## config.mk

```make
export PLATFORM = sky130hd
export DESIGN_NAME = prs_ram
export DESIGN_NICKNAME = d
export VERILOG_FILES = /design/src/rtl/prs_ram.sv
export SDC_FILE = /design/constraint.sdc
export NUM_CORES = 1
export LEC_CHECK = 0
export BUFFER_PORTS_ARGS = -buffer_cell sky130_fd_sc_hd__buf_2
export CORE_MARGIN = 5
export CORE_UTILIZATION = 36
export CTS_BUF_LIST = sky130_fd_sc_hd__clkbuf_8
export DETAILED_ROUTE_END_ITERATION = 8
export PLACE_DENSITY = 0.58
export SLEW_MARGIN = 15
export SYNTH_ARGS = -nofsm -noshare
export SYNTH_HDL_FRONTEND = slang
export SYNTH_SLANG_ARGS = --single-unit
export TNS_END_PERCENT = 10
```

## constraint.sdc

```tcl
create_clock -name clk -period 2.5 [get_ports clk]
set_input_delay 0.125 -clock clk [delete_from_list [all_inputs] [get_ports clk]]
set_output_delay 0.125 -clock clk [all_outputs]
set_load 0.02 [all_outputs]
```

## src/rtl/prs_ram.sv

```systemverilog
module prs_ram #(
    parameter int WIDTH = 8,
    parameter int DEPTH = 16
) (
    input  logic                     clk,
    input  logic                     we,
    input  logic [$clog2(DEPTH)-1:0] waddr,
    input  logic [WIDTH-1:0]         wdata,
    input  logic [$clog2(DEPTH)-1:0] raddr,
    output logic [WIDTH-1:0]         rdata
);

    logic [WIDTH-1:0] mem [DEPTH];

    // Write port
    always_ff @(posedge clk)
    begin
        if (we)
        begin
            mem[waddr] <= wdata;
        end
    end

    // Registered read port
    always_ff @(posedge clk)
    begin
        rdata <= mem[raddr];
    end

endmodule

```

# --- After elaboration in Yosys (flattened, before gate mapping) ---
# Memory sizes are Yosys's and may differ from the RTL's. A register that Yosys moved wholly into a read port is not among the register bits.
# Cells that the tools add are included.
classes:
  mux: 2
op_table:
  columns: ["cell", "count"]
  rows:
  - ["$mux 1", 2]
totals:
  ff_bits: 0
  mem_bits_rw: 128
  in_bits: 18
  word_cells: 3
  mem_count: 1
memory_table:
  columns: ["memory", "words", "word_bits", "read_ports", "rd_ports_with_merged_regs", "write_ports", "line", "rtl"]
  rows:
  - ["mem", 16, 8, 1, 1, 1, "13", "logic [WIDTH-1:0] mem [DEPTH];"]

# --- Depth between registers and ports, before layout ---
logic_depth:
  ltp_word: 2
  ltp_mapped: 5
  mapped_depth_nobuf: 3

# --- Worst setup path after synthesis ---
# OpenSTA, ideal clock, no wires.
synth_timing:
  path_kind: "input port to flip-flop"
  start: "in waddr[2]"
  end: "mem mem[0][0] (enable)"
  setup_ns: 0.383
  t_arrival_ns: 1.235
  t_required_ns: 2.117
  setup_slack_ns: 0.882
  cell_stages: 2
  path_buffers: 0
  cell_sequence: "or3b_2 nor3_1"
synth_lines:
  columns: ["item", "line", "rtl"]
  rows:
  - ["start: declaration", "7", "input logic [$clog2(DEPTH)-1:0] waddr,"]
  - ["end: declaration", "13", null]
# No word-level cell before the write port.

==> results <==
- The run finished with clean final reports.
- The path type of the worst min-delay path is primary input to flop.
- Routability-driven placement finished with a final weighted congestion of 0.694.
- The number of nets in the synthesized netlist is 247.
- Measured against its own limit, the worst slew margin works out to a little over two fifths.
- The register clock-pin slew on the reported worst setup and hold paths is 0.07 ns.
- On the worst path, the slowest cell contributes a delay of 0.57 ns.
- TritonCTS created 17 clock buffers.
- Setup violations remaining at the end of the flow were counted as 0.
- The cell area after technology mapping is slightly above 5000 µm².
- The critical path launch point type is a flop.
- The number of I/O pins is 26.
- The clock network latency to the later pin of the worst-skew pair is 0.42 ns.
- The sort of element at the end of the critical path is a flop.
- The critical path goes through mux4_1 -> a22oi_1 -> nand2_1.
- The synthesized netlist devotes under 10% of its cell area to simple gates.
- The compound-gate portion of the synthesized area is between 2 and 2.5%.
- The total global routing track utilization is between 10% and 20%.
- For the final routed database, the setup TNS stands at 0 ns.
- The count of buffer and inverter cells on the critical path is 0.
- Sequential elements use between 70% and 80% of the synthesized area.
- The root cell of the clock tree is sky130_fd_sc_hd__clkbuf_8.
- Max-cap violations in this run came to 0.
- The wire length of the first global-routing pass is between 15,000 and 20,000 µm.
- The library cell with the largest summed area after synthesis is sky130_fd_sc_hd__edfxtp_1.
- The setup slack of the most critical reg-to-reg path is ~1.1 ns.
- Once placement completed, the tool counted placed cells totaling 432.
- Entering global routing, the biggest net connects 33 pins.
- The clock arrives with 0.0120 ns of skew.
- During synthesis, Yosys emitted a total of 0 warnings.
- 0 antenna diodes ended up in the layout.
- Post-CTS repair changed the size of 0 cells.
- The via density per instance is ~5.
- Sorting the synthesized cells by area gives the leading types as sky130_fd_sc_hd__edfxtp_1, sky130_fd_sc_hd__mux4_2, sky130_fd_sc_hd__mux4_1.
- The die width is 130 µm.
- The area of the die is between 15,000 and 20,000 µm².
- In this run the static leakage power is 1.96 nW.
- The met2 track demand over resource is a little under a fifth.
- The total routed wirelength is between 10,000 and 15,000 µm.
- The clock drives 136 sinks.
- The portion of synthesized area spent on multiplexers is between 10% and 20%.
- Overall power consumption after layout is estimated at roughly 0.0046 W.
- The shortest period the worst path allows is 1.42 ns.
- The cell area power density is ~780 nW/µm².
- The worst flop-to-flop path endpoint is rdata[0].
- For hold timing, the worst endpoint is mem[9][6].
- For this run, the top clock speed supported by timing is 706 MHz.
- TritonCTS built the clock tree.
- Along the worst hold path, the cell count comes to 1.
- The number of nets in the layout is roughly 290.
- After detailed routing, the average wire length per cell comes to approximately 22 µm.
- Port buffering added 25 buffers.
- The area share of xor/xnor cells in the synthesized design is 0%.
- Data on the critical path is required at its endpoint by 2.80 ns.
- The violation count after the first detailed-routing iteration is between 150 and 200.
- After legalization and detailed placement, the total HPWL measured between 6000 and 7000 µm.
- Counting flops and latches in the post-synthesis netlist gives about 140.
- Once detail routing completed, the nets flagged for antenna violations numbered 0.
- The count of cells in the finished layout, fillers not included, comes to 464.
- The number of library cell types mapped by synthesis is 19.
- The utilization after layout is 42.3%.
- The count of final hold-check violations was 0.
- For this run the aggregate overflow at the end of global routing stands at 0.
- met2 is the most crowded layer.
- The standard-cell row count is 43.
- The worst ir drop on vdd is 0.448 mV.
- The number of H-tree branching levels is 4.
- The launching point of the worst reg2reg path is mem[5][0].
- The starting density of the core is between 30 and 40%.
- The vertical die dimension is 130 µm.
- The post-synthesis cell count is about 230.
- After synthesis, the largest area contributor takes up between 70 and 80% of total cell area.
- The data arrival time of the critical path is 1.72 ns.
- The met3 track demand over resource in global routing is under 10%.
- The number of buffers inserted by hold repair at cts is 0.
- The total count of max-transition violations in the final report is 0.
- The post-route DRC violation count is 0.
- Setup repair after global routing left no endpoint under its margin.
- The largest family of logic cells by synthesized area is multiplexers.
- A synthesized cell averages 22.5 µm².
- The worst path uses about 57% of the clock period.
- The via count of the first global-routing pass is 2,480.
- The core region is between 10,000 and 15,000 µm².
- The slowest cell on the critical path is sky130_fd_sc_hd__mux4_1.
- In this run the most critical hold path is launched from wdata[6].
- The met1 track demand over resource in global routing is between 15 and 20%.
- The count of TritonRoute iterations in the first routing pass is 7.
- The vias after detailed routing is 2,363.
- The category of the critical setup timing path is flop to flop.
- The ratio of cells with drive above 1 in the final layout is a little over a quarter.
- For the pin with the worst max-slew slack, the measured transition is ~0.85 ns.
- After Yosys synthesis, full adders, half adders and majority gates account for 0% of the synthesized area.
- Buffers added to address setup during post-CTS repair amount to 0.
- For the worst flop-to-flop path, the logic depth is 3.
- The largest driver fanout on the critical path is 1.
- The longest clock path from root to sink contains 2 buffers.
- The initial antenna violation count is 0.
- On the critical path the largest part of the delay comes from multiplexers.
- From synthesis to final layout, the design area changed by 14.6%.
## cell families (layout without fill, tap and decap cells)
logic type / after synthesis / count (layout)
AOI/OAI and AO/OA: 16 / 16
buffers and inverters: 10 / 65
DFF: 136 / 136
muxes: 32 / 32
and+or+nand+nor: 35 / 35
## layout make-up
type,instances,area (µm²)
fillers,1200,8040
clock buffers,17,234
multi-input cells,83,1060
repair buffers,33,210
flip-flops and latches,136,4000
clock inverters,15,169
well taps,180,225
## report_power, final
group          internal (W)  switching (W)  leakage (nW)
Clock               0.00106       0.000751         0.217
Sequential          0.00255      0.0000135          1.22
Combinational     0.0000987       0.000159         0.521
## registers in the layout (all words and copies together) (netlist names)
register	flops
mem	128
rdata	8
## through the flow
| stage | area, µm² | worst slack [ns] | hold WS [ns] |
|---|---|---|---|
| after floorplan | 5150 | 0.882 | 0.224 |
| after global placement | 5500 | 0.686 | 0.531 |
| after detailed placement | 5500 | 0.705 | 0.545 |
| after CTS | 5900 | 1.09 | 0.0706 |
| after global routing | 5900 | 1.04 | 0.0765 |
| final | 5900 | 1.08 | 0.101 |
## worst max-delay path by stage
stage / start / slack, ns / depth (start not counted) / end
final: mem[5][0] / 1.08 / 3 / rdata[0]
after global routing: mem[5][1] / 1.04 / 3 / rdata[1]
after CTS: mem[1][2] / 1.09 / 3 / rdata[2]
after detailed placement: waddr[2] / 0.71 / 3 / mem[1][0]
after global placement: waddr[2] / 0.69 / 3 / mem[1][0]
after floorplan: waddr[2] / 0.88 / 2 / mem[0][0]
## layer usage
layer	vias up	wire length, µm
met5	-	0
met4	0	187
li1	1055	-
met1	1209	4530
met2	85	4770
met3	14	651
## layout by cell type, fill, tap and decap left out, types with 2 or more instances in the layout
master	synthesis	routed
sky130_fd_sc_hd__mux4_1	14	14
sky130_fd_sc_hd__edfxtp_1	128	128
sky130_fd_sc_hd__nand3b_1	2	2
sky130_fd_sc_hd__mux4_2	18	18
sky130_fd_sc_hd__clkinv_2	0	3
sky130_fd_sc_hd__nor3_1	4	4
sky130_fd_sc_hd__buf_2	3	25
sky130_fd_sc_hd__nor2_1	13	13
sky130_fd_sc_hd__dfxtp_1	8	8
sky130_fd_sc_hd__inv_1	0	4
sky130_fd_sc_hd__bufinv_16	0	4
sky130_fd_sc_hd__buf_4	1	6
sky130_fd_sc_hd__nand2_1	9	9
sky130_fd_sc_hd__a22oi_1	16	16
sky130_fd_sc_hd__clkbuf_8	0	17
sky130_fd_sc_hd__buf_12	0	2
sky130_fd_sc_hd__clkinv_1	0	3
sky130_fd_sc_hd__nand2b_1	2	2
## cell usage after synthesis
library cell                      instances
sky130_fd_sc_hd__clkdlybuf4s25_2          3
sky130_fd_sc_hd__a22oi_1                 16
sky130_fd_sc_hd__nor3_1                   4
sky130_fd_sc_hd__edfxtp_1               128
sky130_fd_sc_hd__nand2b_1                 2
sky130_fd_sc_hd__nor2_1                  13
sky130_fd_sc_hd__mux4_1                  14
sky130_fd_sc_hd__and2b_1                  1
sky130_fd_sc_hd__nand2_1                  9
sky130_fd_sc_hd__buf_6                    3
sky130_fd_sc_hd__and2_1                   1
sky130_fd_sc_hd__nand3b_1                 2
sky130_fd_sc_hd__buf_4                    1
sky130_fd_sc_hd__dfxtp_1                  8
sky130_fd_sc_hd__buf_2                    3
sky130_fd_sc_hd__mux4_2                  18
sky130_fd_sc_hd__nand3_1                  1
sky130_fd_sc_hd__nor2b_1                  1
sky130_fd_sc_hd__or3b_2                   1
Note: power is estimated with default switching activity, not from simulation.
