`src/rtl/prs_pkg.sv`:
```
package prs_pkg;

    localparam int MAX_VERTICES = 4096;
    localparam int MAX_EDGES    = 16384;

    localparam int VID_W   = 12;
    localparam int VADDR_W = $clog2(MAX_VERTICES);
    localparam int VCNT_W  = VADDR_W + 1;
    localparam int EADDR_W = $clog2(MAX_EDGES);
    localparam int ETOT_W  = EADDR_W + 1;
    localparam int DEG_W   = 15;
    localparam int RANK_W  = 33;
    localparam int DAMP_W  = 16;
    localparam int ITER_W  = 8;
    localparam int NREG_W  = 13;

    localparam logic [RANK_W-1:0] ONE_FX  = {1'b1, {(RANK_W-1){1'b0}}};
    localparam logic [DEG_W-1:0]  DEG_MAX = '1;

    typedef enum logic [1:0] {
        CMD_CLEAR    = 2'd0,
        CMD_ADD_EDGE = 2'd1,
        CMD_RUN      = 2'd2,
        CMD_READ     = 2'd3
    } cmd_t;

    typedef enum logic [1:0] {
        ST_OK    = 2'd0,
        ST_FULL  = 2'd1,
        ST_RANGE = 2'd2
    } status_t;

    typedef enum logic [1:0] {
        REG_VCOUNT = 2'd0,
        REG_ITER   = 2'd1,
        REG_DAMP   = 2'd2
    } reg_idx_t;

    typedef enum logic [4:0] {
        S_CLR,
        S_IDLE,
        S_DCLR,
        S_EDGE,
        S_READ,
        S_INIT,
        S_INITZ,
        S_INITW,
        S_ARD,
        S_ASTART,
        S_AWAIT,
        S_BRD,
        S_BADR,
        S_BUPD,
        S_CRD,
        S_CMUL,
        S_CWR,
        S_FIN
    } state_t;

    typedef struct packed {
        logic              start;
        logic [RANK_W-1:0] dividend;
        logic [DEG_W-1:0]  divisor;
    } div_req_t;

    // Clamp a grown sum to 1.0
    function automatic logic [RANK_W-1:0] sat_one(input logic [RANK_W:0] x);
        logic [RANK_W-1:0] r;
        if (x > {1'b0, ONE_FX})
        begin
            r = ONE_FX;
        end
        else
        begin
            r = x[RANK_W-1:0];
        end
        return r;
    endfunction

endpackage

```
`src/rtl/prs_div.sv`:
```
module prs_div (
    input  logic                     clk,
    input  logic                     rst_n,
    input  prs_pkg::div_req_t        req,
    output logic                     busy,
    output logic                     done,
    output logic [prs_pkg::RANK_W-1:0] quotient
);
    import prs_pkg::*;

    localparam int CNT_W = $clog2(RANK_W);
    localparam logic [CNT_W-1:0] LAST_BIT = CNT_W'(RANK_W - 1);

    logic             busy_reg;
    logic             done_reg;
    logic [CNT_W-1:0] cnt_reg;
    logic [RANK_W-1:0] quo_reg;
    logic [DEG_W-1:0] rem_reg;
    logic [DEG_W-1:0] dvs_reg;
    logic [DEG_W:0]   rem_sh;
    logic [DEG_W:0]   diff;
    logic             ge;

    // One quotient bit per cycle, restoring form
    always_comb
    begin
        rem_sh = {rem_reg, quo_reg[RANK_W-1]};
        diff   = rem_sh - {1'b0, dvs_reg};
        ge     = (rem_sh >= {1'b0, dvs_reg});
    end

    // Control
    always_ff @(posedge clk or negedge rst_n)
    begin
        if (!rst_n)
        begin
            busy_reg <= 1'b0;
            done_reg <= 1'b0;
            cnt_reg  <= '0;
        end
        else if (req.start)
        begin
            busy_reg <= 1'b1;
            done_reg <= 1'b0;
            cnt_reg  <= LAST_BIT;
        end
        else if (busy_reg)
        begin
            cnt_reg <= cnt_reg - 1'b1;
            if (cnt_reg == '0)
            begin
                busy_reg <= 1'b0;
                done_reg <= 1'b1;
            end
        end
        else
        begin
            done_reg <= 1'b0;
        end
    end

    // Datapath
    always_ff @(posedge clk)
    begin
        if (req.start)
        begin
            quo_reg <= req.dividend;
            rem_reg <= '0;
            dvs_reg <= req.divisor;
        end
        else if (busy_reg)
        begin
            quo_reg <= {quo_reg[RANK_W-2:0], ge};
            rem_reg <= ge ? diff[DEG_W-1:0] : rem_sh[DEG_W-1:0];
        end
    end

    assign busy     = busy_reg;
    assign done     = done_reg;
    assign quotient = quo_reg;

endmodule
```
`config.mk`:
```
export PLATFORM = sky130hd
export DESIGN_NAME = prs_div
export DESIGN_NICKNAME = d
export VERILOG_FILES = /design/src/rtl/prs_pkg.sv /design/src/rtl/prs_div.sv
export SDC_FILE = /design/constraint.sdc
export NUM_CORES = 1
export LEC_CHECK = 0
export CAP_MARGIN = 5
export CELL_PAD_IN_SITES_DETAIL_PLACEMENT = 0
export CELL_PAD_IN_SITES_GLOBAL_PLACEMENT = 1
export CORE_MARGIN = 2
export CORE_UTILIZATION = 40
export CTS_CLUSTER_DIAMETER = 40
export DETAILED_ROUTE_END_ITERATION = 8
export DONT_BUFFER_PORTS = 1
export GPL_TIMING_DRIVEN = 0
export PLACE_DENSITY_LB_ADDON = 0.1
export SYNTH_ARGS = -nofsm -noshare
export SYNTH_HDL_FRONTEND = slang
export SYNTH_SLANG_ARGS = --single-unit
```
`constraint.sdc`:
```
create_clock -name clk -period 4.6 [get_ports clk]
set_input_delay 0 -clock clk [delete_from_list [all_inputs] [get_ports clk]]
set_output_delay 0 -clock clk [all_outputs]
set_load 0.02 [all_outputs]
```
# Word-level counts from Yosys, hierarchy flattened
# Cells that the tools add are included.
# Widths: inputs -> output; s select.
# word_totals
wordCells	23
output_inout_bits	35
register_bits	71
# op_classes
n_lt_le_gt_ge	1
n_reduce_logical	2
n_eq_ne	1
muxes	11
add_sub_neg	2
# op_table
cell	n
$mux 33	2
$ge 16x15->1	1
$mux 15	1
$sub 15x15->15	1
$mux 6	2
$logic_not 6->1	1
$mux 1	6
$sub 6x1->6 const B	1
$ne 3x2->1 const B	1
$reduce_bool 2->1	1

# Logic depth before layout (Yosys ltp)
# depth
word_depth	4
ltp_mapped	10
mapped_depth_nobuf	9

# Worst setup path before layout
# Ideal clock, no wire load.
# synth_path
path_type	register to register
start	register quo_reg[32], in the netlist quotient[32]
end	register rem_reg[8]
path_stages_with_launch	10
setup_ns	0.091
setup_slack_ns	2.048
arrival_ns	2.461
t_required_ns	4.509
path_buffers	0
path_cell_list	edfxtp_1 inv_1 ha_1 fa_1 nor2b_1 o22ai_2 a2111oi_4 nor3_2 or3_1 a311oi_1
# synth_via
elab_chain_len	2
elab_cells_between_ends	3
# synth_lines
element	line	text
start: declaration	prs_div.sv:17	logic [RANK_W-1:0] quo_reg;
start signal: assignment	prs_div.sv:67	quo_reg <= req.dividend;
start signal: assignment	prs_div.sv:73	quo_reg <= {quo_reg[RANK_W-2:0], ge};
$sub 15x15->15 or $ge 16x15->1 (tied branches)	prs_div.sv:28, prs_div.sv:29	
$mux 15 (*)	prs_div.sv:74	rem_reg <= ge ? diff[DEG_W-1:0] : rem_sh[DEG_W-1:0];
end signal: assignment	prs_div.sv:74	
end: declaration	prs_div.sv:18	logic [DEG_W-1:0] rem_reg;
# Mark *: on every way between the ends. The rest lies on a longest branch, timed or not.
# A chain may end at the register's enable or synchronous reset.

# Worst setup path in the final report
# Same ends and word-level chain as after synthesis.

==> flow_summary.ini <==
[detailed_routing]
firstDrtPassIters = 4
drc = 0
wl_met3_um = 632
antenna_left = 0
finalWirelength_mm = 8.84
vias = 2743
viasPerCell = 5.16
wl_met1_mm = 3.95
detail_route.iter0.violations = 69
drt-wirelength-per-cell_um = 16.6
wl_met2_mm = 4.19
top_layer_used = met4

[sta]
tightest_slew_ns = 1.23
period_share_pct = 63.5
finalHoldViolations = 0
hold_ws_ns = 0.218
setup_viol = 0
clock-skew-final_ns = 0.00604
final.setup.tns_ns = 0
finalCriticalPeriod_ns = 2.92
slew_viol_final = 0
grt_setup_unrepaired = no
slew_headroom_pct = 18.1
max_freq_mhz = 342
layout_setup_ws_ns = 1.68

[clock_tree]
htree_levels = 3
clkTransAtPathRegs_ns = 0.08
ctsLongestPathBuffers = 2
clk_latency_ns = 0.34
cts_made_buffers = 9
clock_sinks = 71
post_cts_buffers = 0
cts-root-buf = clkbuf_8
cts_tree = done

[setup_path]
path_class = reg -> reg
r2r_cells = 9
crit_path_max_fanout = 5
r2r_slack_ns = 1.68
cp.required_ns = 4.85
cp.arrival_ns = 3.17
crit_path_start_kind = flop
r2r-start = quotient[32]
r2r-end = rem_reg[8]
crit_path_end_kind = flop

[worst_hold_path]
hp-start = req[48]
holdPathStages = 2
min_path_type = in -> reg
min_to = quotient[32]

[synth]
synth_mux_area_share_pct = 11.5
yosys_warnings = 0
synth_seq_area_share_pct = 50.5
synth_common_cells = edfxtp_1, mux2_2, nor2_1, inv_1, nand2_1
synthArstFlopShare_pct = 11.3
syn_area_um2 = 3840
synth-compound-area-share_pct = 13.1
synth.net_count = 405
yosys.area_share.simple_pct = 11.6
synth_area_leader_cell = edfxtp_1
synth_cells = 336
synth_most_common_cell = edfxtp_1
synth_area_leaders = edfxtp_1, mux2_2, dfxtp_1
synthFlopType = edfxtp_1
yosysUniqueCellTypes = 55
synth_xor_area_share_pct = 2.73
ys_seq_elements = 71
avgSynthCellArea_um2 = 11.4
synth-edff-count = 48
synth_fa_ha_area_share_pct = 6.05
synth_top_area_share_pct = 37.5
synth_top_family_by_area = compound AO/OA/AOI/OAI gates

[flow_run]
max_cap_viol_count = 0

[grt]
grt_max_degree = 34
overflow = 0
first_global_vias = 2816
antenna_found_initial = 0
gr-usage-all-layers_pct = 18.0
grt_pass1_wl_mm = 14.2

[placed_design]
pre_cts_slack_ns = 1.72
dp_hpwl_mm = 6.02
dp.cells = 465
portBuffers = 0
gp_congestion = 0.772

[floorplanning]
start_util_pct = 41.4
ios = 86
die-width_um = 102
row_count = 35
die_h_um = 102
dieArea_um2 = 10400
coreArea_um2 = 9280

[finish]
antennaDiodeCount = 0
final_nets = 467
syn2layout_area_growth_pct = 22.0
largest_reg_flops = 33
finalNonFillerCells = 532
drive_gt1_share_pct = 16.4

[power_and_ir_drop]
leakage_nw = 1.86
ir_drop_uv = 239
power_density_nw_per_um2 = 532

[status]
outcome = finished, final reports clean
==> worst max-delay path: stages, from the launching register on <==
cell       delay, ns
edfxtp_1        0.55
inv_1           0.08
ha_1            0.24
fa_1            0.41
nor2b_1         0.22
o22ai_2         0.17
a2111oi_4       0.36
nor3_2          0.13
or3_1           0.41
a311oi_1        0.26
==> worst max path at each step <==
stage | from | cells after the start | to | slack [ns]
floorplan | quotient[32] | 9 | rem_reg[8] | 2.05
global placement | quotient[32] | 9 | rem_reg[8] | 1.69
detailed placement | quotient[32] | 9 | rem_reg[8] | 1.72
CTS | quotient[32] | 9 | rem_reg[8] | 1.68
global route | quotient[32] | 9 | rem_reg[8] | 1.46
finish | quotient[32] | 9 | rem_reg[8] | 1.68
==> where the power goes <==
part           leakage (nW)  total (mW)  switching [mW]  internal, mW
combinational          1.06       0.999           0.552         0.447
clock                0.0829       0.444           0.246         0.198
sequential            0.716        1.05           0.195         0.857
total                  1.86        2.50           0.993          1.50
==> cell usage in the layout, fill, tap and decap left out, types with 5 or more instances in the layout <==
cell / netlist / layout
nor3_1: 5 / 5
dlygate4sd3_1: 0 / 51
buf_2: 5 / 5
dfrtp_1: 8 / 8
ha_1: 17 / 17
mux2_2: 32 / 32
clkbuf_1: 6 / 7
nand2_1: 21 / 21
a21o_1: 5 / 5
a311oi_1: 5 / 5
a21oi_1: 11 / 11
edfxtp_1: 48 / 48
xor2_1: 6 / 6
nand3_1: 5 / 5
inv_1: 23 / 23
o21ai_0: 13 / 13
a211oi_1: 7 / 7
xnor2_1: 6 / 6
clkbuf_8: 0 / 9
dfxtp_1: 15 / 15
mux2i_1: 8 / 8
nor2_1: 30 / 30
==> metrics by stage <==
step / area (um2) / power (mW) / util (%)
CTS: 4690 / 2.53 / 50.5
finish: 4690 / 2.50 / 50.5
detailed placement: 4010 / 2.02 / 43.2
global route: 4690 / 2.69 / 50.5
floorplan: 3840 / 1.80 / -
global placement: 4010 / 2.03 / 43.2
==> metal layers <==
metal	up-vias	global-route usage, %
li1	1366	-
met1	1279	22.8
met2	89	29.6
met3	9	5.95
met4	0	5.03
met5	-	0
==> timing repair <==
action / CTS / global route
hold endpoints to repair: 71 / 0
gates resized for setup: 0 / 0
hold buffers: 51 / 0
==> logic make-up (layout without fill, tap and decap cells) <==
kind of cell / count (synthesis) / count (layout)
AOI/OAI and AO/OA: 68 / 68
xor gates and xnor gates: 12 / 12
adders and majority gates: 18 / 18
buffers and inverters: 40 / 107
DFF: 71 / 71
muxes: 40 / 40
and+or+nand+nor: 87 / 87
==> layout make-up <==
class                      count  area, um2
clock buffer                  10        128
sequential                    71       1940
inverter                      23       86.3
fill                         862       4590
multi-input combinational    225       1730
clock inverter                 6       46.3
tap                          129        161
timing repair buffer          51        510
buffer                        17       85.1
(Power assumes the default switching activity.)
